File: src/rtl/nonlinear_thermal_plant_step_unit_defines.svh
// assertion macros for the plant step unit
`ifndef NONLINEAR_THERMAL_PLANT_STEP_UNIT_DEFINES_SVH
`define NONLINEAR_THERMAL_PLANT_STEP_UNIT_DEFINES_SVH
`ifndef SYNTHESIS
`define NTP_ASSERT_IMPL(label, clk, rst_n, ante, cons) \
	label: assert property (@(posedge clk) disable iff (!rst_n) (ante) |-> (cons)) \
	else $error("assertion failed");
`define NTP_ASSERT_NEXT(label, clk, rst_n, ante, cons) \
	label: assert property (@(posedge clk) disable iff (!rst_n) (ante) |=> (cons)) \
	else $error("assertion failed");
`else
`define NTP_ASSERT_IMPL(label, clk, rst_n, ante, cons)
`define NTP_ASSERT_NEXT(label, clk, rst_n, ante, cons)
`endif
`endif

File: src/rtl/ntps_pkg.sv
`default_nettype none
package ntps_pkg;
	localparam int FracBitsDefault = 16;
	localparam logic [31:0] TurnPerRad = 32'd683565276;
	localparam logic [31:0] PolyA = 32'd1686629713;
	localparam logic [31:0] PolyB = 32'd693598564;
	localparam logic [31:0] PolyC = 32'd80710703;
	localparam int AddrW = 5;

	typedef enum logic [AddrW-1:0] {
		REG_A1 = 5'd0, REG_A2 = 5'd4, REG_B1 = 5'd8,
		REG_B2 = 5'd12, REG_MODE = 5'd16, REG_INIT = 5'd20
	} reg_addr_t;

	typedef struct packed {
		logic [31:0] u;
		logic        restart;
	} req_t;

	typedef struct packed {
		logic [31:0] a1;
		logic [31:0] a2;
		logic [31:0] b1;
		logic [31:0] b2;
		logic        mode;
		logic [31:0] init;
	} cfg_t;
endpackage
`default_nettype wire

File: src/rtl/ntps_if.sv
`default_nettype none
interface ntps_in_if;
	logic        valid;
	logic        ready;
	logic [31:0] control_in;
	logic        restart;
	modport source (output valid, control_in, restart, input ready);
	modport sink (input valid, control_in, restart, output ready);
endinterface

`default_nettype wire

File: src/rtl/ntps_front.sv
`default_nettype none
// two-entry request queue between the input handshake and the datapath
module ntps_front
	import ntps_pkg::*;
(
	input  wire logic clk,
	input  wire logic arst_n,
	ntps_in_if.sink   in_ch,
	output req_t      req,
	output logic      req_valid,
	input  wire logic req_take
);
	req_t       buf_q [2];
	logic       rd_q, wr_q;
	logic [1:0] cnt_q;
	logic       push;

	assign in_ch.ready = (cnt_q != 2'd2);
	assign push = in_ch.valid && in_ch.ready;
	assign req_valid = (cnt_q != 2'd0);
	assign req = buf_q[rd_q];

	always_ff @(posedge clk) begin
		if (push) begin
			buf_q[wr_q] <= '{u: in_ch.control_in, restart: in_ch.restart};
		end
	end

	always_ff @(posedge clk or negedge arst_n) begin
		if (!arst_n) begin
			rd_q <= 1'b0;
			wr_q <= 1'b0;
			cnt_q <= 2'd0;
		end else begin
			if (push) wr_q <= ~wr_q;
			if (req_take) rd_q <= ~rd_q;
			cnt_q <= cnt_q + {1'b0, push} - {1'b0, req_take};
		end
	end
endmodule
`default_nettype wire

File: src/flat_wrapper.sv
// flat-port wrapper written by rule: the top's interface ports become plain ports
module ntps_front_flat import ntps_pkg::*;
  (clk, arst_n, req, req_valid, req_take, in_ch_valid, in_ch_control_in, in_ch_restart, in_ch_ready);
  ntps_in_if in_ch_i ();
  input  wire logic clk;
  input  wire logic arst_n;
  output req_t req;
  output logic req_valid;
  input  wire logic req_take;
  input wire logic [$bits(in_ch_i.valid)-1:0] in_ch_valid;
  input wire logic [$bits(in_ch_i.control_in)-1:0] in_ch_control_in;
  input wire logic [$bits(in_ch_i.restart)-1:0] in_ch_restart;
  output wire logic [$bits(in_ch_i.ready)-1:0] in_ch_ready;
  assign in_ch_i.valid = in_ch_valid;
  assign in_ch_i.control_in = in_ch_control_in;
  assign in_ch_i.restart = in_ch_restart;
  assign in_ch_ready = in_ch_i.ready;
  ntps_front u_core (.clk(clk), .arst_n(arst_n), .in_ch(in_ch_i), .req(req), .req_valid(req_valid), .req_take(req_take));
endmodule
File: config.mk
export PLATFORM = sky130hd
export DESIGN_NAME = ntps_front_flat
export DESIGN_NICKNAME = d
export VERILOG_FILES = /design/src/rtl/nonlinear_thermal_plant_step_unit_defines.svh /design/src/rtl/ntps_pkg.sv /design/src/rtl/ntps_if.sv /design/src/rtl/ntps_front.sv /design/src/flat_wrapper.sv
export SDC_FILE = /design/constraint.sdc
export NUM_CORES = 1
export LEC_CHECK = 0
export ABC_AREA = 1
export BUFFER_PORTS_ARGS = -buffer_cell sky130_fd_sc_hd__buf_2
export CAP_MARGIN = 0
export CORE_MARGIN = 4
export CORE_UTILIZATION = 56
export CTS_CLUSTER_DIAMETER = 150
export DETAILED_ROUTE_END_ITERATION = 8
export GPL_TIMING_DRIVEN = 0
export PLACE_DENSITY = 0.95
export SYNTH_ARGS = -nofsm -noshare
export SYNTH_HDL_FRONTEND = slang
export SYNTH_SLANG_ARGS = --single-unit
File: constraint.sdc
create_clock -name clk -period 6.23 [get_ports clk]
set_input_delay 0.623 -clock clk [delete_from_list [all_inputs] [get_ports clk]]
set_output_delay 0.623 -clock clk [all_outputs]
set_load 0.1 [all_outputs]
=== Word-level counts from Yosys, hierarchy flattened ===
Memory sizes are Yosys's and may differ from the RTL's.
Cells that the tools add are included.

* Multiplexer cells: 2
* Reduce and logical (&&, ||, !) cells: 2
* Equal/unequal tests: 1
* Add/subtract/negate cells: 2
* Bitwise logic cells: 2

{| class="wikitable"
|+ Operators with widths
! kind !! number
|-
| $add 2x1->2 || 1
|-
| $mux 1 || 2
|-
| $ne 2x2->1 const B || 1
|-
| $not 1->1 || 2
|-
| $reduce_bool 2->1 || 1
|-
| $sub 2x1->2 || 1
|-
| $logic_and 1x1->1 || 1
|}

* Register bits: 4
* Output and inout bits: 35
* RAM bits: 66
* Memories kept: 1

{| class="wikitable"
|+ Memory list
! name !! words !! bits a word !! rd ports !! clocked after Yosys merged registers in !! wr ports !! line !! source
|-
| u_core.buf_q || 2 || 33 || 1 || 0 || 1 || ntps_front.sv:13 || <nowiki>req_t buf_q [2];</nowiki>
|}

=== Depth between registers and ports, before layout ===
Gate-level depths: netlist of run 1.

* Word-level depth: 4
* Mapped depth: 8
* Depth with buffers taken out: 8

=== Worst setup path after synthesis of run 1 ===
Ideal clock, no wire load.

* Path kind: register to register
* Start: register u_core.cnt_q[1]
* End: memory u_core.buf_q[1][0] (netlist bit), enable pin
* Buffers on the path: 0
* Arrival: 2.781 ns
* Stages on the path, launching flop included: 4
* Clock period less this slack: 3.206 ns
* Setup slack: 3.024 ns
* Cells stage by stage: dfrtp_1 > nand2_1 > nand2_1 > nor2_1

* Longest elaborated chain between the ends: 4

{| class="wikitable"
|+ Ends and longest elaborated chain
! element !! line !! source
|-
| start: declaration || ntps_front.sv:15 || <nowiki>logic [1:0] cnt_q;</nowiki>
|-
| start signal: assignment || ntps_front.sv:37 || <nowiki>cnt_q <= cnt_q + {1'b0, push} - {1'b0, req_take};</nowiki>
|-
| $ne 2x2->1 || ntps_front.sv:18 || <nowiki>assign in_ch.ready = (cnt_q != 2'd2);</nowiki>
|-
| net in_ch_ready || flat_wrapper.sv:13 || <nowiki>output wire logic [$bits(in_ch_i.ready)-1:0] in_ch_ready;</nowiki>
|-
| $logic_and 1x1->1 || ntps_front.sv:19 || <nowiki>assign push = in_ch.valid && in_ch.ready;</nowiki>
|-
| $mux 1 || ntps_front.sv:24 || <nowiki>if (push) begin</nowiki>
|-
| $mux 1 (not written as such) || ntps_front.sv:25 || <nowiki>buf_q[wr_q] <= '{u: in_ch.control_in, restart: in_ch.restart};</nowiki>
|-
| end: declaration || ntps_front.sv:13 ||
|}

The timed path passes the listed nets, and every way through them passes these cells.

==> results of run 1 <==
## metrics by stage
stage | utilization [%] | area, sq um | setup slack [ns] | hold slack, ns | instances
2_1_floorplan | - | 2750 | 3.024 | 0.3274 | 132
3_3_place_gp | 67.08 | 3189 | 2.937 | 0.4338 | 270
3_5_place_dp | 67.39 | 3204 | 4.139 | 0.4362 | 270
4_1_cts | 70.87 | 3369 | 3.970 | 0.07667 | 286
5_1_grt | 70.87 | 3369 | 3.940 | 0.07366 | 286
6_report | 70.87 | 3369 | 3.984 | 0.08346 | 286
## worst min path at each step
stage,slack [ns],to,from
detailed placement,0.44,u_core.wr_q,arst_n
finish,0.08,u_core.wr_q,arst_n
global placement,0.43,u_core.wr_q,arst_n
CTS,0.08,u_core.wr_q,arst_n
floorplan,0.33,u_core.cnt_q[0],arst_n
global route,0.07,u_core.wr_q,arst_n
## layer usage
| layer | global-route usage (%) | wire (um) | vias to the layer above |
|---|---|---|---|
| met4 | 8.741 | 93 | 0 |
| met3 | 4.931 | 313 | 11 |
| met2 | 26.37 | 2231 | 56 |
| met5 | 0 | 0 | - |
| li1 | - | - | 661 |
| met1 | 17.28 | 1801 | 674 |
## Yosys cell counts
master	n	area (sq um)
edfxtp_1	66	1982
mux2_4	29	435.4
nand2_1	8	30.03
inv_1	7	26.28
dfrtp_1	4	100.1
mux2_2	4	45.04
nor2_1	4	15.01
buf_12	3	60.06
nand3_1	2	10.01
xor2_1	2	17.52
a21oi_1	1	5.000
buf_6	1	11.26
ha_1	1	12.51
## registers in the layout, summed over array words and instances, names as in the netlist
register	count
u_core.buf_q	66
u_core.wr_q	1
u_core.cnt_q	2
u_core.rd_q	1
## cell type report
cell class	instances	area, sq um
Buffer	4	71.32
Clock buffer	9	123.9
Clock inverter	7	41.29
Fill cell	325	1385
Inverter	7	26.28
Multi-Input combinational cell	51	585.6
Sequential cell	70	2082
Tap cell	67	83.83
Timing Repair Buffer	71	355.3
## critical path, delay by kind of cell (launching register included)
kind                   cells  cell delay [ns]
buffers and inverters      3             0.72
muxes                      1             0.20
DFF                        1             0.37
## cell families after synthesis
group | count (synthesis) | share of synthesized area [%]
simple gates | 14 | 2.002
compound gates | 1 | 0.1818
buf+inv | 11 | 3.549
flops | 70 | 75.71
mux | 33 | 17.47
fa+ha+maj | 1 | 0.4549
xor+xnor | 2 | 0.6371
==> reports/metrics.csv, run 1 <==
metric;value;unit
cts_buffers;9;
clk_latency;0.33;ns
io_pins;72;
die_h;78.08;um
layout.nets;252;
syn_inst;132;
final_common_cell;buf_2;
drcViolationCount;0;
cts_max_path_buffers;2;
rr_startpoint;u_core.cnt_q[1];
mostFrequentLayoutCells;71 x buf_2, 66 x edfxtp_1, 29 x mux2_4;
drt_iter0_drc;60;
antenna_found_initial;0;
diodes;0;
crit_arrival;1.62;ns
relSlewSlack;35.75;%
via_per_inst;4.902;
crit_required;5.61;ns
cp_cell_sequence;buf_6 -> buf_12 -> mux2_4 -> buf_2;
drt-total-wl;4440;um
die_width;78.08;um
max_clock_freq;445.2;MHz
max_cap_violations;0;
postRouteAntennaNets;0;
r2r_cells;3;
critical-path-max-stage-delay;0.42;ns
clockRootBuffer;clkbuf_8;
finalHoldViolCount;0;
path_class;register to output pin;
ys_seq_elements;70;
netlist_area;2750;sq um
endpoint;req[29];
min_period_over_period;36.05;%
clk_pin_slew;0.07;ns
grt_pass1_vias;1525;
rsz0062_at_grt;false;
synth_cell_types;13;
seq_area_frac_synth;75.71;%
gp_congestion;0.6953;
startpoint_type;register;
rows;25;
grtUsageTotal;15.54;%
cts_tree;yes;
hpwl;2958;um
tightest_slew;0.9615;ns
overflow;0;
dieArea;6096;sq um
slowest_stage;buf_2;
grt_max_degree;35;
layout_min_cycle_time;2.246;ns
initial_core_util;57.84;%
setup_viol_count_final;0;
maxSlewViolCount;0;
r2r-end;u_core.buf_q[1][17];
worstSetupStartpoint;u_core.rd_q;
outcome;finished, final reports clean;
r2r_slack;4.39;ns
wl_per_cell;15.52;um
layout-drive-gt1-share;56.62;%
crit_fanout;10;
syn_nets;170;
postSynthAreaPerCell;20.83;sq um
yosysWarnings;0;
coreArea;4755;sq um
cts_setup_buffers;0;
port_buffers;71;
clkSinkCount;70;
cts_hold_buf;0;
skew;0.006589;ns
num_vias;1402;
hold_path.class;primary input to asynchronous set/reset pin;
grt_pass1_wl;7031;um
fin_setup_tns;0;ns
h-tree-depth;3;
post_cts_resized;0;
area_delta_synth_final;22.52;%
cp-end-kind;output pin;
dr.pass1.iters;4;
Power of run 1 is not shown: default switching activity piles up to over one toggle a cycle in this logic, so the estimate is an artifact.
==> run 2, diff against run 1 <==
Settings changed: CORE_UTILIZATION 56 to 52, PLACE_DENSITY 0.95 to 0.9.
Clock period 6.23 ns to 2.2 ns, I/O delays scaled along.
==> run 2 against run 1 <==
  * Global-route usage down 0.93 points
  * Die area up 6.9%
  * Register-to-register slack worse by 4.0 ns
  * Non-clock buffer count up 1
  * Flip-flop and latch count unchanged
  * Sequential share of layout area down 0.11 points
  * Critical path depth down 1
  * Largest cell class unchanged
  * Via count down 2.1%
==> reports/metrics.csv, run 2 (synthesis gave the netlist of run 1 again) <==
metric;value;unit;change
outcome;finished, final reports clean;;unchanged
die_width;80.73;um;was 78.08 um
critical-path-max-stage-delay;0.77;ns;was 0.42 ns
postRouteAntennaNets;0;;unchanged
gp_congestion;0.7111;;was 0.6953
max_clock_freq;540.4;MHz;
rsz0062_at_grt;false;;unchanged
cp_cell_sequence;nand2_2 -> nand2_1 -> nor2_4;;was buf_6 -> buf_12 -> mux2_4 -> buf_2
io_pins;72;;unchanged
final_common_cell;buf_2;;unchanged
fin_setup_tns;0;ns;unchanged
hp-start;in_ch_control_in[16];;
finalHoldViolCount;0;;unchanged
drt-total-wl;4320;um;was 4440 um
layout.nets;253;;was 252
layout_min_cycle_time;1.851;ns;
worstSetupStartpoint;u_core.cnt_q[1];;was u_core.rd_q
hpwl;3036;um;was 2958 um
post_cts_resized;0;;unchanged
hold_path.class;primary input to register;;was primary input to asynchronous set/reset pin
wl_per_cell;14.95;um;was 15.52 um
largest-register;u_core.buf_q;;unchanged
holdPathEnd;u_core.buf_q[1][17];;
path_class;register to register;;was register to output pin
area_delta_synth_final;22.75;%;was 22.52%
dieArea;6517;sq um;was 6096 sq um
crit_required;2.14;ns;was 5.61 ns
via_per_inst;4.747;;was 4.902
clkSinkCount;70;;unchanged
clockRootBuffer;clkbuf_8;;unchanged
port_buffers;71;;unchanged
tightest_slew;0.9632;ns;was 0.9615 ns
largest_register_ffs;66;;unchanged
rows;26;;was 25
reg.largest.list;u_core.buf_q (66), u_core.cnt_q (2);;unchanged
startpoint_type;register;;unchanged
fillers;360;;was 325
antenna_found_initial;0;;unchanged
coreArea;5107;sq um;was 4755 sq um
initial_core_util;53.85;%;was 57.84%
rr_startpoint;u_core.cnt_q[1];;unchanged
setup_viol_count_final;0;;unchanged
maxSlewViolCount;0;;unchanged
drcViolationCount;0;;unchanged
grt_pass1_vias;1476;;was 1525
diodes;0;;unchanged
clk_pin_slew;0.07;ns;about the same
layout-drive-gt1-share;57.08;%;was 56.62%
dpl_cell_area;3211;sq um;was 3204 sq um
crit_fanout;33;;was 10
r2r_cells;3;;unchanged
drt_iter0_drc;46;;was 60
grtUsageTotal;14.60;%;was 15.54%
r2r-end;u_core.buf_q[0][10];;was u_core.buf_q[1][17]
cts_tree;yes;;unchanged
cts_buffers;9;;unchanged
skew;0.01050;ns;was 0.006589 ns
die_h;80.73;um;was 78.08 um
min_period_over_period;84.12;%;
num_vias;1372;;was 1402
grt_pass1_wl;6858;um;was 7031 um
cp-end-kind;register;;was output pin
grt_max_degree;35;;unchanged
clk_latency;0.32;ns;was 0.33 ns
dr.pass1.iters;4;;unchanged
h-tree-depth;3;;unchanged
mostFrequentLayoutCells;71 x buf_2, 66 x edfxtp_1, 29 x mux2_4;;unchanged
holdPathStages;1;;
max_cap_violations;0;;unchanged
overflow;0;;unchanged
crit_arrival;1.79;ns;was 1.62 ns
slowest_stage;nor2_4;;was buf_2
cts_max_path_buffers;2;;unchanged
r2r_slack;0.35;ns;was 4.39 ns
relSlewSlack;35.63;%;was 35.75%
stdcell_area;3376;sq um;was 3369 sq um
[run 2: cell count changes in the layout (fill, tap and decap cells not counted)]
cell	previous run	this run
clkinv_1	2	0
clkinv_2	2	4
clkbuf_1	0	1
clkinv_4	1	0
clkinvlp_4	2	1
dlygate4sd3_1	0	1
nand2_1	8	7
nand2_2	0	1
[run 2: area by class of cell]
type	instances	area [sq um]	area share, %
sequential	70	2082	61.68
multi-input combinational	51	588.1	17.42
timing repair buffer	72	365.4	10.82
clock buffer	10	127.6	3.781
tap	70	87.58	2.595
buffer	4	71.32	2.113
clock inverter	5	27.53	0.8154
inverter	7	26.28	0.7784
[run 2: worst max-delay path by stage]
stage,endpoint,slack (ns),cells after the start
after detailed placement,u_core.buf_q[1][5],0.32,3
final,u_core.buf_q[0][10],0.35,3
after global placement,u_core.buf_q[1][12],0.36,3
after global routing,u_core.buf_q[1][8],0.19,3
after floorplan,u_core.buf_q[1][0],0.14,3
after CTS,u_core.buf_q[1][3],0.31,3
[run 2: stage by stage]
step                      hold WS (ns)  std cells  util (%)  setup WS (ns)
final                          0.08265        289     66.10         0.3495
after global routing           0.06521        289     66.10         0.1859
after CTS                      0.06365        289     66.10         0.3103
after detailed placement       0.03594        273     62.86         0.3199
after global placement         0.03170        273     62.86         0.3598
after floorplan               -0.07559        132         -         0.1437
[run 2: critical path, delay by kind of cell, from the launching register on]
| family | cells | cell delay, ns |
|---|---|---|
| flops | 1 | 0.42 |
| simple gates | 3 | 1.04 |
[run 2: what timing repair did]
item / in CTS / in global routing
hold buffers: 1 / 0
endpoints found under the hold margin: 4 / 0
buffers inserted: 0 / 0
[run 2: per-layer routing]
metal	vias to the layer above	wire length [um]	track usage [%]
li1	660	-	-
met1	655	1626	16.78
met2	50	2311	25.58
met3	7	328	3.812
met4	0	53	6.588
met5	-	0	0
Power of run 2 is left out for the same reason.
==> run 3, diff against run 2 <==
Settings changed: CORE_UTILIZATION 52 to 47, PLACE_DENSITY 0.9 to 0.86.
Clock period 2.2 ns to 1.5 ns, I/O delays scaled along.
==> run 3 against run 2 <==
  * The run now ends with setup timing left
  * Wire length grew 45%
  * Via count grew 15%
  * Final area grew 25%
  * Flip-flop and latch count is the same
  * Global-route usage grew 2.9 points
  * Hold slack lost 0.069 ns
  * Critical path depth grew 1
  * Count of clock-buffer cells in the layout shrank 1
  * Die area grew 9.6%
  * Utilization grew 9.8 points
  * Critical path type is now register to output pin
==> reports/metrics.csv, run 3 (synthesis gave the netlist of run 1 again) <==
metric;value;unit;change
outcome;finished with violations;;was finished, final reports clean
violations;setup timing;;
diodes;0;;unchanged
cts_tree;yes;;unchanged
fin_ws;-0.1597;ns;was 0.3495 ns
initial_core_util;49.34;%;was 53.85%
port_buffers;71;;unchanged
crit_fanout;10;;was 33
fin_util;75.85;%;was 66.10%
clkSinkCount;70;;unchanged
gp_congestion;0.7156;;was 0.7111
cts_max_path_buffers;2;;unchanged
num_vias;1572;;was 1372
clockRootBuffer;clkbuf_8;;unchanged
layout-drive-gt1-share;55.92;%;was 57.08%
relSlewSlack;66.75;%;was 35.63%
coreArea;5574;sq um;was 5107 sq um
overflow;0;;unchanged
via_per_inst;4.959;;was 4.747
dr.pass1.iters;5;;was 4
setup_viol_count_final;33;;was 0
crit_arrival;1.51;ns;was 1.79 ns
drt-total-wl;6272;um;was 4320 um
grt_max_degree;18;;was 35
drt_iter0_drc;67;;was 46
drcViolationCount;0;;unchanged
layout.nets;279;;was 253
mostFrequentLayoutCells;66 x edfxtp_1, 38 x buf_12, 36 x buf_2;;was 71 x buf_2, 66 x edfxtp_1, 29 x mux2_4
cp-end-kind;output pin;;was register
h-tree-depth;3;;unchanged
place_ws;-0.3192;ns;was 0.3199 ns
final_common_cell;edfxtp_1;;was buf_2
gr-usage-met1;19.65;%;was 16.78%
max_clock_freq;602.5;MHz;
largest_register_ffs;66;;unchanged
postRouteAntennaNets;0;;unchanged
crit_path_frequent_cell;buf_12;;
hold_path.class;primary input to register;;unchanged
critical-path-max-stage-delay;0.38;ns;was 0.77 ns
io_pins;72;;unchanged
path_class;register to output pin;;was register to register
cts_buffers;9;;unchanged
maxSlewViolCount;0;;unchanged
die_h;84.50;um;was 80.73 um
tightest_slew;0.4976;ns;was 0.9632 ns
slowest_stage;dfrtp_1;;was nor2_4
busiest_layer;met2;;unchanged
min_period_over_period;110.6;%;
reg.largest.list;u_core.buf_q (66), u_core.cnt_q (2);;unchanged
clk_latency;0.33;ns;was 0.32 ns
crit_required;1.35;ns;was 2.14 ns
grtUsageMet3;4.024;%;was 3.812%
antenna_found_initial;0;;unchanged
hpwl;3369;um;was 3036 um
largest-register;u_core.buf_q;;unchanged
grtUsageTotal;17.48;%;was 14.60%
cp_num_buf_inv;3;;was 0
startpoint_type;register;;unchanged
dieArea;7139;sq um;was 6517 sq um
crit_family;buffers and inverters;;was simple AND/OR/NAND/NOR gates
skew;0.004257;ns;was 0.01050 ns
grtUsageMet2;31.89;%;was 25.58%
max_cap_violations;0;;unchanged
finalHoldViolCount;0;;unchanged
rsz0062_at_grt;true;;was false
clk_pin_slew;0.07;ns;about the same
layout_min_cycle_time;1.660;ns;
grt_pass1_wl;9121;um;was 6858 um
r2r_slack;0.07;ns;was 0.35 ns
cp_cell_sequence;buf_6 -> buf_12 -> mux2_4 -> buf_12;;was nand2_2 -> nand2_1 -> nor2_4
wl_per_cell;19.79;um;was 14.95 um
fin_setup_tns;-4.565;ns;was 0 ns
die_width;84.50;um;was 80.73 um
grt_pass1_vias;1658;;was 1476
rows;27;;was 26
fillers;293;;was 360
area_delta_synth_final;53.73;%;was 22.75%
-- run 3: cell count changes in the layout (fill, tap and decap cells not counted), moves of 2 or more --
cell           previous run  this run
buf_12                    3        38
buf_2                    71        36
dlygate4sd3_1             1        18
buf_4                     0         4
mux2_2                    4         1
mux2_4                   29        32
clkbuf_4                  0         2
clkinv_2                  4         2
nand2_8                   0         2
nor2_4                    2         4
-- run 3: layout make-up --
| class | count | area (sq um) | area share (%) |
|---|---|---|---|
| inverter | 7 | 26.28 | 0.6215 |
| multi-input combinational | 53 | 651.9 | 15.42 |
| clock buffer | 9 | 123.9 | 2.930 |
| buffer | 4 | 71.32 | 1.687 |
| sequential | 70 | 2083 | 49.28 |
| clock inverter | 6 | 63.81 | 1.509 |
| timing repair buffer | 96 | 1117 | 26.43 |
| tap | 72 | 90.09 | 2.131 |
-- run 3: final timing paths --
kind	endpoint	startpoint	cells after the start
max in group asynchronous	u_core.cnt_q[1]	arst_n	2
worst max-delay path	req[24]	u_core.rd_q	4
worst min-delay path	u_core.buf_q[0][32]	in_ch_control_in[31]	1
worst min register to register	u_core.wr_q	u_core.wr_q	2
min in group asynchronous	u_core.cnt_q[1]	arst_n	2
worst max register to register	u_core.buf_q[0][1]	u_core.cnt_q[0]	4
-- run 3: timing repair --
action,in CTS,in global routing
buffers inserted,4,3
cloned,2,0
hold buffers,14,4
hold endpoints to repair,30,5
pin swaps,2,4
resized for setup,132,5
setup endpoints to repair,100,100
-- run 3: metal layers --
layer	up-vias	routed length, um	part of all wire, %
li1	722	-	-
met1	771	2414	38
met2	69	3362	54
met3	10	383	6.1
met4	0	111	1.8
met5	-	0	0
-- run 3: per-stage QoR --
stage	instance area (sq um)	hold slack (ns)	instances
floorplan	2799	-0.1456	132
global placement	3244	-0.03914	275
detailed placement	3244	-0.03381	275
CTS	4110	0.001022	310
finish	4228	0.01369	317
global route	4228	-0.004824	317
Power of run 3 is left out for the same reason.
