File: src/rtl/nonlinear_thermal_plant_step_unit_defines.svh
// assertion macros for the plant step unit
`ifndef NONLINEAR_THERMAL_PLANT_STEP_UNIT_DEFINES_SVH
`define NONLINEAR_THERMAL_PLANT_STEP_UNIT_DEFINES_SVH
`ifndef SYNTHESIS
`define NTP_ASSERT_IMPL(label, clk, rst_n, ante, cons) \
	label: assert property (@(posedge clk) disable iff (!rst_n) (ante) |-> (cons)) \
	else $error("assertion failed");
`define NTP_ASSERT_NEXT(label, clk, rst_n, ante, cons) \
	label: assert property (@(posedge clk) disable iff (!rst_n) (ante) |=> (cons)) \
	else $error("assertion failed");
`else
`define NTP_ASSERT_IMPL(label, clk, rst_n, ante, cons)
`define NTP_ASSERT_NEXT(label, clk, rst_n, ante, cons)
`endif
`endif

File: src/rtl/ntps_pkg.sv
`default_nettype none
package ntps_pkg;
	localparam int FracBitsDefault = 16;
	localparam logic [31:0] TurnPerRad = 32'd683565276;
	localparam logic [31:0] PolyA = 32'd1686629713;
	localparam logic [31:0] PolyB = 32'd693598564;
	localparam logic [31:0] PolyC = 32'd80710703;
	localparam int AddrW = 5;

	typedef enum logic [AddrW-1:0] {
		REG_A1 = 5'd0, REG_A2 = 5'd4, REG_B1 = 5'd8,
		REG_B2 = 5'd12, REG_MODE = 5'd16, REG_INIT = 5'd20
	} reg_addr_t;

	typedef struct packed {
		logic [31:0] u;
		logic        restart;
	} req_t;

	typedef struct packed {
		logic [31:0] a1;
		logic [31:0] a2;
		logic [31:0] b1;
		logic [31:0] b2;
		logic        mode;
		logic [31:0] init;
	} cfg_t;
endpackage
`default_nettype wire

File: src/rtl/ntps_cfg.sv
`default_nettype none
// apb register file
module ntps_cfg
	import ntps_pkg::*;
(
	input  wire logic             clk,
	input  wire logic             arst_n,
	input  wire logic             psel,
	input  wire logic             penable,
	input  wire logic             pwrite,
	input  wire logic [AddrW-1:0] paddr,
	input  wire logic [31:0]      pwdata,
	output logic [31:0]           prdata,
	output logic                  pready,
	output cfg_t                  cfg
);
	cfg_t cfg_q;
	assign cfg = cfg_q;
	assign pready = 1'b1;

	always_comb begin
		unique case (paddr)
			REG_A1:   prdata = cfg_q.a1;
			REG_A2:   prdata = cfg_q.a2;
			REG_B1:   prdata = cfg_q.b1;
			REG_B2:   prdata = cfg_q.b2;
			REG_MODE: prdata = {31'd0, cfg_q.mode};
			REG_INIT: prdata = cfg_q.init;
			default:  prdata = '0;
		endcase
	end

	always_ff @(posedge clk or negedge arst_n) begin
		if (!arst_n) begin
			cfg_q <= '0;
		end else if (psel && penable && pwrite) begin
			unique case (paddr)
				REG_A1:   cfg_q.a1 <= pwdata;
				REG_A2:   cfg_q.a2 <= pwdata;
				REG_B1:   cfg_q.b1 <= pwdata;
				REG_B2:   cfg_q.b2 <= pwdata;
				REG_MODE: cfg_q.mode <= pwdata[0];
				REG_INIT: cfg_q.init <= pwdata;
				default:  cfg_q <= cfg_q;
			endcase
		end
	end
endmodule
`default_nettype wire

File: config.mk
export PLATFORM = sky130hd
export DESIGN_NAME = ntps_cfg
export DESIGN_NICKNAME = d
export VERILOG_FILES = /design/src/rtl/nonlinear_thermal_plant_step_unit_defines.svh /design/src/rtl/ntps_pkg.sv /design/src/rtl/ntps_cfg.sv
export SDC_FILE = /design/constraint.sdc
export NUM_CORES = 1
export LEC_CHECK = 0
export BUFFER_PORTS_ARGS = -buffer_cell sky130_fd_sc_hd__clkbuf_2
export CORE_AREA = 2 2 151 153
export DETAILED_ROUTE_END_ITERATION = 7
export DIE_AREA = 0 0 153 155
export PLACE_DENSITY_LB_ADDON = 0.08
export REMOVE_ABC_BUFFERS = 1
export SLEW_MARGIN = 20
export SYNTH_ARGS = -nofsm -noshare
export SYNTH_HDL_FRONTEND = slang
export SYNTH_SLANG_ARGS = --single-unit
File: constraint.sdc
create_clock -name clk -period 2.2 [get_ports clk]
set_clock_uncertainty 0.2 [all_clocks]
set_input_delay 0.33 -clock clk [delete_from_list [all_inputs] [get_ports clk]]
set_output_delay 0.33 -clock clk [all_outputs]
set_load 0.01 [all_outputs]
* Word-level counts from Yosys, hierarchy flattened
Index checks and enable logic that the tools add are counted.
** Storage, ports and cells
- Input port bits :: 42
- Output and inout port bits :: 194
- Bits in registers :: 161
** Cells by class
- Reductions and logical operators :: 9
- Multiplexer cells :: 1
- Equal/unequal tests :: 5
** Operators with widths (number)
- 32-bit case mux with 6 select lines :: 1
- 2-bit AND reduction :: 6
- 5-bit by 4-bit equality test with 1-bit output (second input constant) :: 2
- 5-bit equality test (second input constant) :: 2
- 5-bit by 3-bit equality test with 1-bit output (second input constant) :: 1
- 5-bit zero test :: 1
- 1-bit logical AND :: 2

* Longest topological paths before layout
Gate-level depths: netlist of run 1.
- Word-level depth :: 3
- Depth in mapped cells :: 6
- Depth with buffers taken out :: 3

* Worst setup path after synthesis of run 1
Ideal clock, no wire load.
- Path kind :: input-to-output
- Start point :: in paddr[3]
- End point :: out prdata[3]
- Buffers on the path :: 3
- Slack :: 14 ps
- Stages on the path :: 6
- Data arrival time :: 1656 ps
- Path through :: buf_4 or4b_2 clkbuf_1 buf_2 o22ai_1 a21o_1
** Between the ends
- Longest elaborated chain between the ends :: 2
- Elaborated cells between the ends (all ways) :: 7
** RTL lines
- start: declaration :: line ntps_cfg.sv:11 : input wire logic [AddrW-1:0] paddr,
- 5-bit equality test, or another cell as far along :: line ntps_cfg.sv:22 : unique case (paddr)
- 32-bit case mux with 6 select lines * :: line ntps_cfg.sv:22
- end: declaration :: line ntps_cfg.sv:13 : output logic [31:0] prdata,
Every way passes the cells marked *; elsewhere a longest branch is shown, timed or not.

* Worst setup path in the final report of run 1
- Start point :: in paddr[1]
- End point :: out prdata[21]
Same word-level chain as after synthesis.

==> results of run 1 <==
through the flow:
step,total power [uW],TNS [ns]
6_report,7590,0
5_1_grt,7940,-0.445
4_1_cts,7670,-0.0169
3_5_place_dp,4540,-11.93
3_3_place_gp,4520,-10.05
2_1_floorplan,3930,-31.77
where the power goes:
| part | leakage, uW | internal [uW] | switching [uW] |
|---|---|---|---|
| combinational | 0.00313 | 565 | 545 |
| sequential | 0.00219 | 3210 | 214 |
| clock | 0.000286 | 1890 | 1180 |
cell usage after synthesis, types with 5 or more instances:
cell	n	share of area (%)
sky130_fd_sc_hd__clkbuf_1	5	0.25
sky130_fd_sc_hd__mux2_4	60	12
sky130_fd_sc_hd__buf_4	6	0.59
sky130_fd_sc_hd__buf_12	6	1.6
sky130_fd_sc_hd__buf_6	7	1.0
sky130_fd_sc_hd__mux2_1	12	1.8
sky130_fd_sc_hd__mux2_2	89	13
sky130_fd_sc_hd__mux2i_1	65	8.5
sky130_fd_sc_hd__buf_2	9	0.59
sky130_fd_sc_hd__dfrtp_1	161	53
sky130_fd_sc_hd__o22ai_1	31	2.5
sky130_fd_sc_hd__a21o_1	31	3.0
area by class of cell:
class                   count  area share [%]
repair buffers            292            18.5
flip-flops and latches    161            39.0
multi-input cells         307            33.2
diodes                      1          0.0242
clock inverters            10            1.58
clock buffers              20            4.23
well taps                 285            3.45
repair_timing:
item / 4_1_cts / 5_1_grt
cloned: 0 / 0
pin swaps: 0 / 1
hold endpoints to repair: 77 / 0
hold buffers: 18 / 0
setup endpoints to repair: 32 / 32
resized for setup: 9 / 44
setup buffers: 0 / 2
worst max-delay path by stage:
stage,from,endpoint,slack (ns),cells after the start
5_1_grt,paddr[1],prdata[18],-0.04,7
3_3_place_gp,paddr[1],prdata[16],-0.11,6
4_1_cts,paddr[2],prdata[14],-0.009,7
6_report,paddr[1],prdata[21],0.007,7
3_5_place_dp,paddr[1],cfg[154],-0.14,6
2_1_floorplan,paddr[1],cfg[33],-0.30,3
cell families (layout without fill, tap and decap cells):
kind of cell / after synthesis / count (layout) / share of synthesized area, %
AO/OA/AOI/OAI: 64 / 64 / 5.77
flip-flops: 161 / 161 / 52.7
AND/OR/NAND/NOR: 16 / 16 / 2.19
multiplexers: 226 / 226 / 35.1
buffers and inverters: 36 / 322 / 4.17
other: 1 / 2 / 0.0490
routing by layer:
layer / vias to the layer above / global-route usage, % / part of all wire, %
li1: 2406 / - / -
met1: 2806 / 25.0 / 45
met2: 187 / 33.2 / 48
met3: 29 / 4.76 / 5.2
met4: 0 / 5.42 / 1.5
met5: - / 0 / 0
==> parameters.txt, run 1 <==
Parameter                              Value

Run status
  Outcome ... completed

Synth
  Count of flip-flops with a built-in enable after synthesis ... 0
  Predominant post-synthesis flop cell ... sky130_fd_sc_hd__dfrtp_1
  Post-synthesis register bit count ... between 150 and 200
  Share of synthesized flip-flops with an asynchronous set or reset ... 100%
  Post-Synthesis Mean Instance Area ... approximately 15 sq um
  Synthesis Warnings ... 0
  Mapped cell area ... 7650 sq um
  Cell count after synthesis ... around 500
  Part of the Yosys area used for sequential elements ... 52.7%
  Netlist cell types ... 29

Worst setup path
  Cell family with the largest share of critical-path delay ... simple AND/OR/NAND/NOR gates
  Total buffers and inverters traversed by the critical path ... 4
  Critical path class ... in2out
  Standard cell with the maximum stage delay on the critical path ... sky130_fd_sc_hd__or3_4
  RR Startpoint ... cfg[51]
  Highest net fanout along the worst path ... 14
  Cell breakdown of the critical path ... clkbuf_2 > buf_4 > or3_4 > nor3_4 > buf_12 > a21o_1 > buf_2
  Crit Reg-Reg Endpoint ... cfg[51]
  Logic depth of the worst register-to-register path ... 1
  Longest individual stage delay on the worst path ... 0.45 ns
  Endpoint class of the critical path ... primary output
  Arrival time reported for the critical path endpoint ... 1.66 ns
  Setup slack on the worst flop-to-flop path ... 1.18 ns
  CP Data Required Time ... roughly 1.7 ns
  Startpoint class of the critical path ... primary input

Global route
  First-pass GRT wire length ... 35700 microns
  Via count of the first global-routing pass ... around 6k
  Global Route Usage Sum ... 19.5%
  Antenna violations before repair ... 1
  Largest net degree at the start of global routing ... 52
  Total gr overflow ... 0

Worst hold path
  Worst min path class ... in2reg
  Endpoint of the worst hold path ... cfg[114]
  Start point of the worst min-delay path ... pwdata[17]
  Worst hold path stage count ... 2

Placed design
  Dpl cell area ... between 9000 and 10000 sq um
  Count of buffers inserted at the top-level ports ... 234
  Instance count after placement with tap cells included ... roughly 1k
  RePlAce Congestion ... 0.790
  Post-placement worst setup slack ... -0.139 ns
  HPWL Detailed ... 15900 microns

Floorplanning
  Starting Density ... 34.4%
  Area of the core ... 22200 sq um
  Die Area ... around 24000 sq um
  IO Pins ... 236
  Horizontal die dimension ... 153 microns
  Die outline height ... 155 microns
  Number of rows created at floorplan ... 55

Cells and area
  Multi-input logic area ... 3430 sq um
  Sequential cell area in the final layout ... about 4000 sq um
  Most common library cell in the layout ignoring fill and taps ... sky130_fd_sc_hd__clkbuf_2
  Top library cells by usage in the layout, fill and taps aside ... sky130_fd_sc_hd__clkbuf_2, sky130_fd_sc_hd__dfrtp_1, sky130_fd_sc_hd__mux2_2
  Finished Core Util ... 46.5%
  Fraction of layout instances using a drive strength above 1 ... 60.4%
  Final Cell Area ... 10300 sq um
  Area Overhead vs Synth ... 35.0%
  Largest register FFs ... 161
  Non-filler instance count after layout ... between 1k and 1.5k
  Fill cell total of the finished layout ... ~2.0k
  Number of nets in the final layout ... approximately 800

CTS
  Inserted Clock Buffers ... 17
  Clock latency reported for the late side of the worst-skew pair ... 0.41 ns
  Clock tree from TritonCTS ... built
  Buffer cell driving the clock tree root ... sky130_fd_sc_hd__clkbuf_16
  Clock buffer depth ... 2
  Clock transition at the registers of the reported paths ... roughly 0.060 ns
  Number of sinks handled by clock tree synthesis ... 161
  Total number of H-tree levels ... 4

STA
  Final hold viol count ... 0
  Tightest Pin Transition ... between 0.5 and 0.6 ns
  Tcrit/Tclk final ... 99.7%
  Total of endpoints with negative setup slack in the final report ... 0
  Post-layout worst setup margin ... 0.00742 ns
  Max-slew headroom at the worst pin ... 62.5%
  Maximum clock rate ... about 0.46 GHz
  Setup repair after global routing missed its margin ... yes
  Tightest hold margin ... 0.0194 ns
  Crit path time final ... 2.19 ns
  Pins over their slew limit ... 0

Power
  Power density of the placed cells ... roughly 740 nW/um^2
  Peak supply drop ... 0.433 mV
  Lkg Pwr ... 0.00561 uW

Routing
  Antenna violation net count after detailed routing ... 0
  Total number of vias ... 5428
  TritonRoute pass-1 iters ... 4
  DRC violation count after routing ... 0
  Routed wirelength normalized by instance count ... 21.3 microns
  First DRT Iteration DRCs ... 169
  Total wire length after detailed routing ... 22900 microns
  Via/cell ratio ... 5.04

Job
  Number of maximum-capacitance constraint violations ... 0
No activity file was read; power rests on OpenSTA's default activity.
==> run 2: changes to the inputs <==
==> constraint.sdc (replaced) <==
create_clock -name clk -period 2.1 [get_ports clk]
set_clock_uncertainty 0.2 [all_clocks]
set_input_delay 0.315 -clock clk [delete_from_list [all_inputs] [get_ports clk]]
set_output_delay 0.315 -clock clk [all_outputs]
set_load 0.01 [all_outputs]
==> run 2 against run 1 <==
Net effect: the flow now finishes with violations (negative setup slack); combinational power up 8%; global-route usage down 0.52 points; wire length down 0.86%; largest power group unchanged; highest routed layer unchanged.
==> parameters.txt, run 2 (synthesized netlist as in run 1, its figures left out) <==
Parameter                              Value

Cells and area
  Final Cell Area ... 10500 sq um
  Multi-input logic area ... roughly 3500 sq um
  Fill cell total of the finished layout ... 2022
  Most common library cell in the layout ignoring fill and taps ... sky130_fd_sc_hd__clkbuf_2
  Fraction of layout instances using a drive strength above 1 ... about three fifths
  Finished Core Util ... 47.4%
  Non-filler instance count after layout ... 1092
  Sequential cell area in the final layout ... 4030 sq um
  Top library cells by usage in the layout, fill and taps aside ... sky130_fd_sc_hd__clkbuf_2, sky130_fd_sc_hd__dfrtp_1, sky130_fd_sc_hd__mux2_2
  Largest register FFs ... approximately 160
  Number of nets in the final layout ... roughly 840
  Area Overhead vs Synth ... 37.7%

Worst setup path
  Logic depth of the worst register-to-register path ... 1
  Cell depth of the worst setup path ... 6
  Highest net fanout along the worst path ... 13
  Setup slack on the worst flop-to-flop path ... 1.07 ns
  Startpoint class of the critical path ... primary input
  Arrival time reported for the critical path endpoint ... approximately 1.6 ns
  Longest individual stage delay on the worst path ... about 0.58 ns
  Endpoint class of the critical path ... primary output
  Critical path class ... in2out
  Cell breakdown of the critical path ... buf_8 > or4b_4 > buf_12 > o22ai_1 > a21o_1 > clkbuf_2
  Cell family with the largest share of critical-path delay ... simple AND/OR/NAND/NOR gates
  CP Data Required Time ... 1.58 ns
  Total buffers and inverters traversed by the critical path ... 3
  Standard cell with the maximum stage delay on the critical path ... sky130_fd_sc_hd__or4b_4

STA
  Sum Neg Setup Slack ... -0.0715 ns
  Total of endpoints with negative setup slack in the final report ... 10
  Pins over their slew limit ... 0
  Post-layout worst setup margin ... -0.0340 ns
  Setup repair after global routing missed its margin ... yes
  Crit path time final ... around 2.1 ns
  Maximum clock rate ... 0.469 GHz
  Final hold viol count ... 0
  Tcrit/Tclk final ... 102%

Power
  Net switching power ... ~2000 uW
  Cell-internal power ... 5650 uW
  Sw Share ... between 20% and 30%
  Part of the total power dissipated in combinational logic ... 15.6%
  Power share of the sequential group ... 46.7%
  Peak supply drop ... 0.513 mV
  Clock network power share ... 37.7%
  Power density of the placed cells ... 730 nW/um^2
  Total power of the final layout ... ~7700 uW
  Lkg Pwr ... 0.00568 uW

Job
  Number of maximum-capacitance constraint violations ... 0

Floorplanning
  Die outline height ... 155 microns
  Horizontal die dimension ... about 150 microns
  Starting Density ... 34.4%
  Area of the core ... 22200 sq um
  Die Area ... 23700 sq um
  IO Pins ... between 200 and 250
  Number of rows created at floorplan ... 55

CTS
  Clock latency reported for the late side of the worst-skew pair ... 0.41 ns
  Clock tree from TritonCTS ... built
  Inserted Clock Buffers ... 17
  Clock buffer depth ... 2
  Clock transition at the registers of the reported paths ... 0.06 ns
  Buffer cell driving the clock tree root ... sky130_fd_sc_hd__clkbuf_16
  Total number of H-tree levels ... 4
  Number of sinks handled by clock tree synthesis ... 161

Routing
  Routed wirelength normalized by instance count ... 20.8 microns
  DRC violation count after routing ... 0
  First DRT Iteration DRCs ... 158
  Via/cell ratio ... 4.95
  Total number of vias ... roughly 5.4k
  Antenna violation net count after detailed routing ... 0
  TritonRoute pass-1 iters ... 4
  Total wire length after detailed routing ... about 23000 microns

Global route
  First-pass GRT wire length ... 34700 microns
  Antenna violations before repair ... 2
  Largest net degree at the start of global routing ... 57
  Total gr overflow ... 0
  Via count of the first global-routing pass ... 5642
  Global Route Usage Sum ... around a fifth

Worst hold path
  Worst hold path stage count ... 2
  Worst min path class ... in2reg

Placed design
  Dpl cell area ... around 9300 sq um
  RePlAce Congestion ... 0.809
  HPWL Detailed ... between 15000 and 20000 microns
  Instance count after placement with tap cells included ... 1024
  Count of buffers inserted at the top-level ports ... roughly 230

Run status
  Outcome ... complete, but fails checks
  Violated checks ... negative setup slack
run 2: path summary, 6_finish.rpt:
kind,from,to
min in group asynchronous,arst_n,cfg[114]
min,pwdata[17],cfg[114]
max reg2reg,cfg[111],cfg[111]
max,paddr[0],prdata[22]
min reg2reg,cfg[109],cfg[109]
max in group asynchronous,arst_n,cfg[156]
run 2: layout make-up:
| cell class | count | area share (%) |
|---|---|---|
| sequential | 161 | 38.2 |
| multi-input combinational | 307 | 33.3 |
| timing repair buffer | 306 | 19.8 |
| clock buffer | 20 | 4.34 |
| tap | 285 | 3.39 |
| clock inverter | 11 | 0.855 |
| antenna | 2 | 0.0475 |
run 2: timing repair:
item	CTS	global route
resized for setup	30	59
pin swaps	3	11
hold buffers	27	0
buffers inserted	4	2
cloned	0	2
setup endpoints to repair	32	32
hold endpoints to repair	209	0
run 2: power by group through the flow:
stage | Combinational, uW | Clock [uW] | Sequential [uW]
after floorplan | 409 | 0 | 3700
after global placement | 1090 | 0 | 3630
after detailed placement | 1110 | 0 | 3640
after CTS | 1170 | 2990 | 3590
after global routing | 1290 | 3140 | 3620
final | 1200 | 2900 | 3590
run 2: per-layer routing:
| metal | GRT usage, % | wire length (microns) |
|---|---|---|
| met1 | 25.5 | 10300 |
| met4 | 4.72 | 301 |
| met3 | 5.43 | 1340 |
| met5 | 0 | 0 |
| met2 | 30.6 | 10800 |
run 2: stage by stage:
| step | worst slack [ns] | hold WS, ns |
|---|---|---|
| after floorplan | -0.387 | -0.181 |
| after global placement | -0.195 | 0.0466 |
| after detailed placement | -0.236 | 0.0481 |
| after CTS | -0.0369 | 0.000805 |
| after global routing | -0.0567 | 0.00891 |
| final | -0.0340 | 0.00794 |
==> run 3: changes to the inputs <==
--- a/config.mk
+++ b/config.mk
@@ -5,10 +5,10 @@
 export SDC_FILE = /design/constraint.sdc
 export NUM_CORES = 1
 export LEC_CHECK = 0
-export BUFFER_PORTS_ARGS = -buffer_cell sky130_fd_sc_hd__clkbuf_2
-export CORE_AREA = 2 2 151 153
+export BUFFER_PORTS_ARGS = -buffer_cell sky130_fd_sc_hd__buf_4
+export CORE_AREA = 2 2 125 127
 export DETAILED_ROUTE_END_ITERATION = 7
-export DIE_AREA = 0 0 153 155
+export DIE_AREA = 0 0 127 129
 export PLACE_DENSITY_LB_ADDON = 0.08
 export REMOVE_ABC_BUFFERS = 1
 export SLEW_MARGIN = 20
==> run 3 against run 2 <==
Net effect: the run still ends with negative setup slack left; sequential share of layout area fell by 1.4 points; non-clock buffer count fell by 2; via count rose by 1.2%; first-iteration DRC count rose by 50%; die area fell by 31%; fmax barely moved; register-to-register slack barely moved; cell count fell by 9.2%; clock power rose by 5%; critical endpoint is now prdata[4]; largest power group unchanged.
==> parameters.txt, run 3 (synthesized netlist as in run 1, its figures left out) <==
Parameter                              Value

Run status
  Outcome ... complete, but fails checks
  Violated checks ... negative setup slack

STA
  Sum Neg Setup Slack ... -0.112 ns
  Maximum clock rate ... 0.469 GHz
  Max-slew headroom at the worst pin ... 65.1%
  Post-layout worst setup margin ... -0.0334 ns
  Tcrit/Tclk final ... 102%
  Total of endpoints with negative setup slack in the final report ... 7
  Pins over their slew limit ... 0
  Tightest hold margin ... 0.218 ns
  Setup repair after global routing missed its margin ... yes
  Final hold viol count ... 0
  Crit path time final ... between 2 and 2.5 ns
  Tightest Pin Transition ... 0.523 ns

Worst setup path
  Endpoint class of the critical path ... primary output
  Total buffers and inverters traversed by the critical path ... 3
  Cell family with the largest share of critical-path delay ... simple AND/OR/NAND/NOR gates
  Standard cell with the maximum stage delay on the critical path ... sky130_fd_sc_hd__or4b_4
  Longest individual stage delay on the worst path ... between 0.5 and 0.6 ns
  Cell breakdown of the critical path ... buf_8 > or4b_4 > buf_12 > o22ai_2 > a21o_1 > buf_6
  Arrival time reported for the critical path endpoint ... 1.62 ns
  Highest net fanout along the worst path ... 13
  Startpoint class of the critical path ... primary input
  Critical path class ... in2out
  CP Data Required Time ... 1.58 ns

Routing
  Routed wirelength normalized by instance count ... 21.6 microns
  Via/cell ratio ... 5.53
  First DRT Iteration DRCs ... between 200 and 250
  Antenna violation net count after detailed routing ... 0
  DRC violation count after routing ... 0
  TritonRoute pass-1 iters ... 4
  Total wire length after detailed routing ... around 21000 microns
  Total number of vias ... between 5k and 6k

Power
  Lkg Pwr ... 0.00581 uW
  Total power of the final layout ... approximately 8000 uW
  Power density of the placed cells ... approximately 730 nW/um^2
  Peak supply drop ... 0.502 mV

Placed design
  Dpl cell area ... 9770 sq um
  RePlAce Congestion ... 0.814
  HPWL Detailed ... 14300 microns
  Count of buffers inserted at the top-level ports ... 234

CTS
  Inserted Clock Buffers ... 17
  Buffer cell driving the clock tree root ... sky130_fd_sc_hd__clkbuf_16
  Number of sinks handled by clock tree synthesis ... approximately 160
  Total number of H-tree levels ... 4
  Clock tree from TritonCTS ... built
  Clock transition at the registers of the reported paths ... 0.06 ns
  Clock buffer depth ... 2
  Clock latency reported for the late side of the worst-skew pair ... 0.42 ns

Cells and area
  Most common library cell in the layout ignoring fill and taps ... sky130_fd_sc_hd__buf_4
  Antenna Diode Count ... 0
  Fraction of layout instances using a drive strength above 1 ... 59.9%
  Area Overhead vs Synth ... 42.9%
  Top library cells by usage in the layout, fill and taps aside ... sky130_fd_sc_hd__buf_4, sky130_fd_sc_hd__dfrtp_1, sky130_fd_sc_hd__mux2_2
  Number of nets in the final layout ... about 830
  Final Cell Area ... around 11000 sq um
  Largest register FFs ... approximately 160

Floorplanning
  IO Pins ... ~240
  Horizontal die dimension ... 127 microns
  Die outline height ... 129 microns
  Starting Density ... 51.1%
  Die Area ... 16400 sq um
  Area of the core ... around 15000 sq um
  Number of rows created at floorplan ... 45

Global route
  Total gr overflow ... 0
  Via count of the first global-routing pass ... between 5k and 6k
  First-pass GRT wire length ... 32700 microns
  Antenna violations before repair ... 0
  Largest net degree at the start of global routing ... 52
  Global Route Usage Sum ... 26.2%

Worst hold path
  Worst min path class ... in2reg

Job
  Number of maximum-capacitance constraint violations ... 0
==> run 3: path summary, 6_finish.rpt <==
check / slack [ns] / cells after the start / startpoint / to
min in group asynchronous: 0.23 / 2 / arst_n / cfg[20]
max: -0.03 / 6 / paddr[1] / prdata[4]
min reg2reg: 0.31 / 1 / cfg[114] / cfg[114]
max in group asynchronous: 0.87 / 3 / arst_n / cfg[139]
max reg2reg: 1.07 / 1 / cfg[6] / cfg[6]
min: 0.22 / 4 / paddr[1] / cfg[32]
==> run 3: what timing repair did <==
action                     4_1_cts  5_1_grt
cloned                           0        1
pin swaps                        1        7
setup endpoints to repair       32       31
setup buffers                    1        0
hold buffers                    33        0
resized for setup               15       31
hold endpoints to repair       206        0
==> run 3: tightest hold or removal path, stage by stage <==
cell	delay, ns
sky130_fd_sc_hd__buf_8	0.08
sky130_fd_sc_hd__or4b_4	0.14
sky130_fd_sc_hd__nor2_1	0.05
sky130_fd_sc_hd__mux2_2	0.21
==> run 3: metal layers <==
layer / global-route usage [%] / wire, microns
met1: 34.5 / 9420
met2: 43.5 / 10600
met3: 6.78 / 1200
met4: 6.85 / 216
met5: 0 / 0
==> run 3: per-stage QoR <==
step           std cells  worst slack, ns  util (%)
6_report             991          -0.0334      73.0
5_1_grt              991           -0.103      73.0
2_1_floorplan        468           -0.387         -
3_3_place_gp         926           -0.184      65.3
3_5_place_dp         926           -0.199      65.3
4_1_cts              990          -0.0288      71.7
==> run 3: cell type report <==
| type | instances | area (sq um) |
|---|---|---|
| clock buffers | 24 | 512 |
| clock inverters | 7 | 73.8 |
| fillers | 998 | 4050 |
| multi-input cells | 307 | 3450 |
| flip-flops and latches | 161 | 4030 |
| well taps | 188 | 235 |
| repair buffers | 304 | 2630 |
==> run 3: report_power, final <==
part,total [uW],internal (uW),switching [uW],leakage (uW)
clock,3040,1820,1220,0.000277
combinational,1340,774,570,0.00334
sequential,3590,3360,234,0.00219
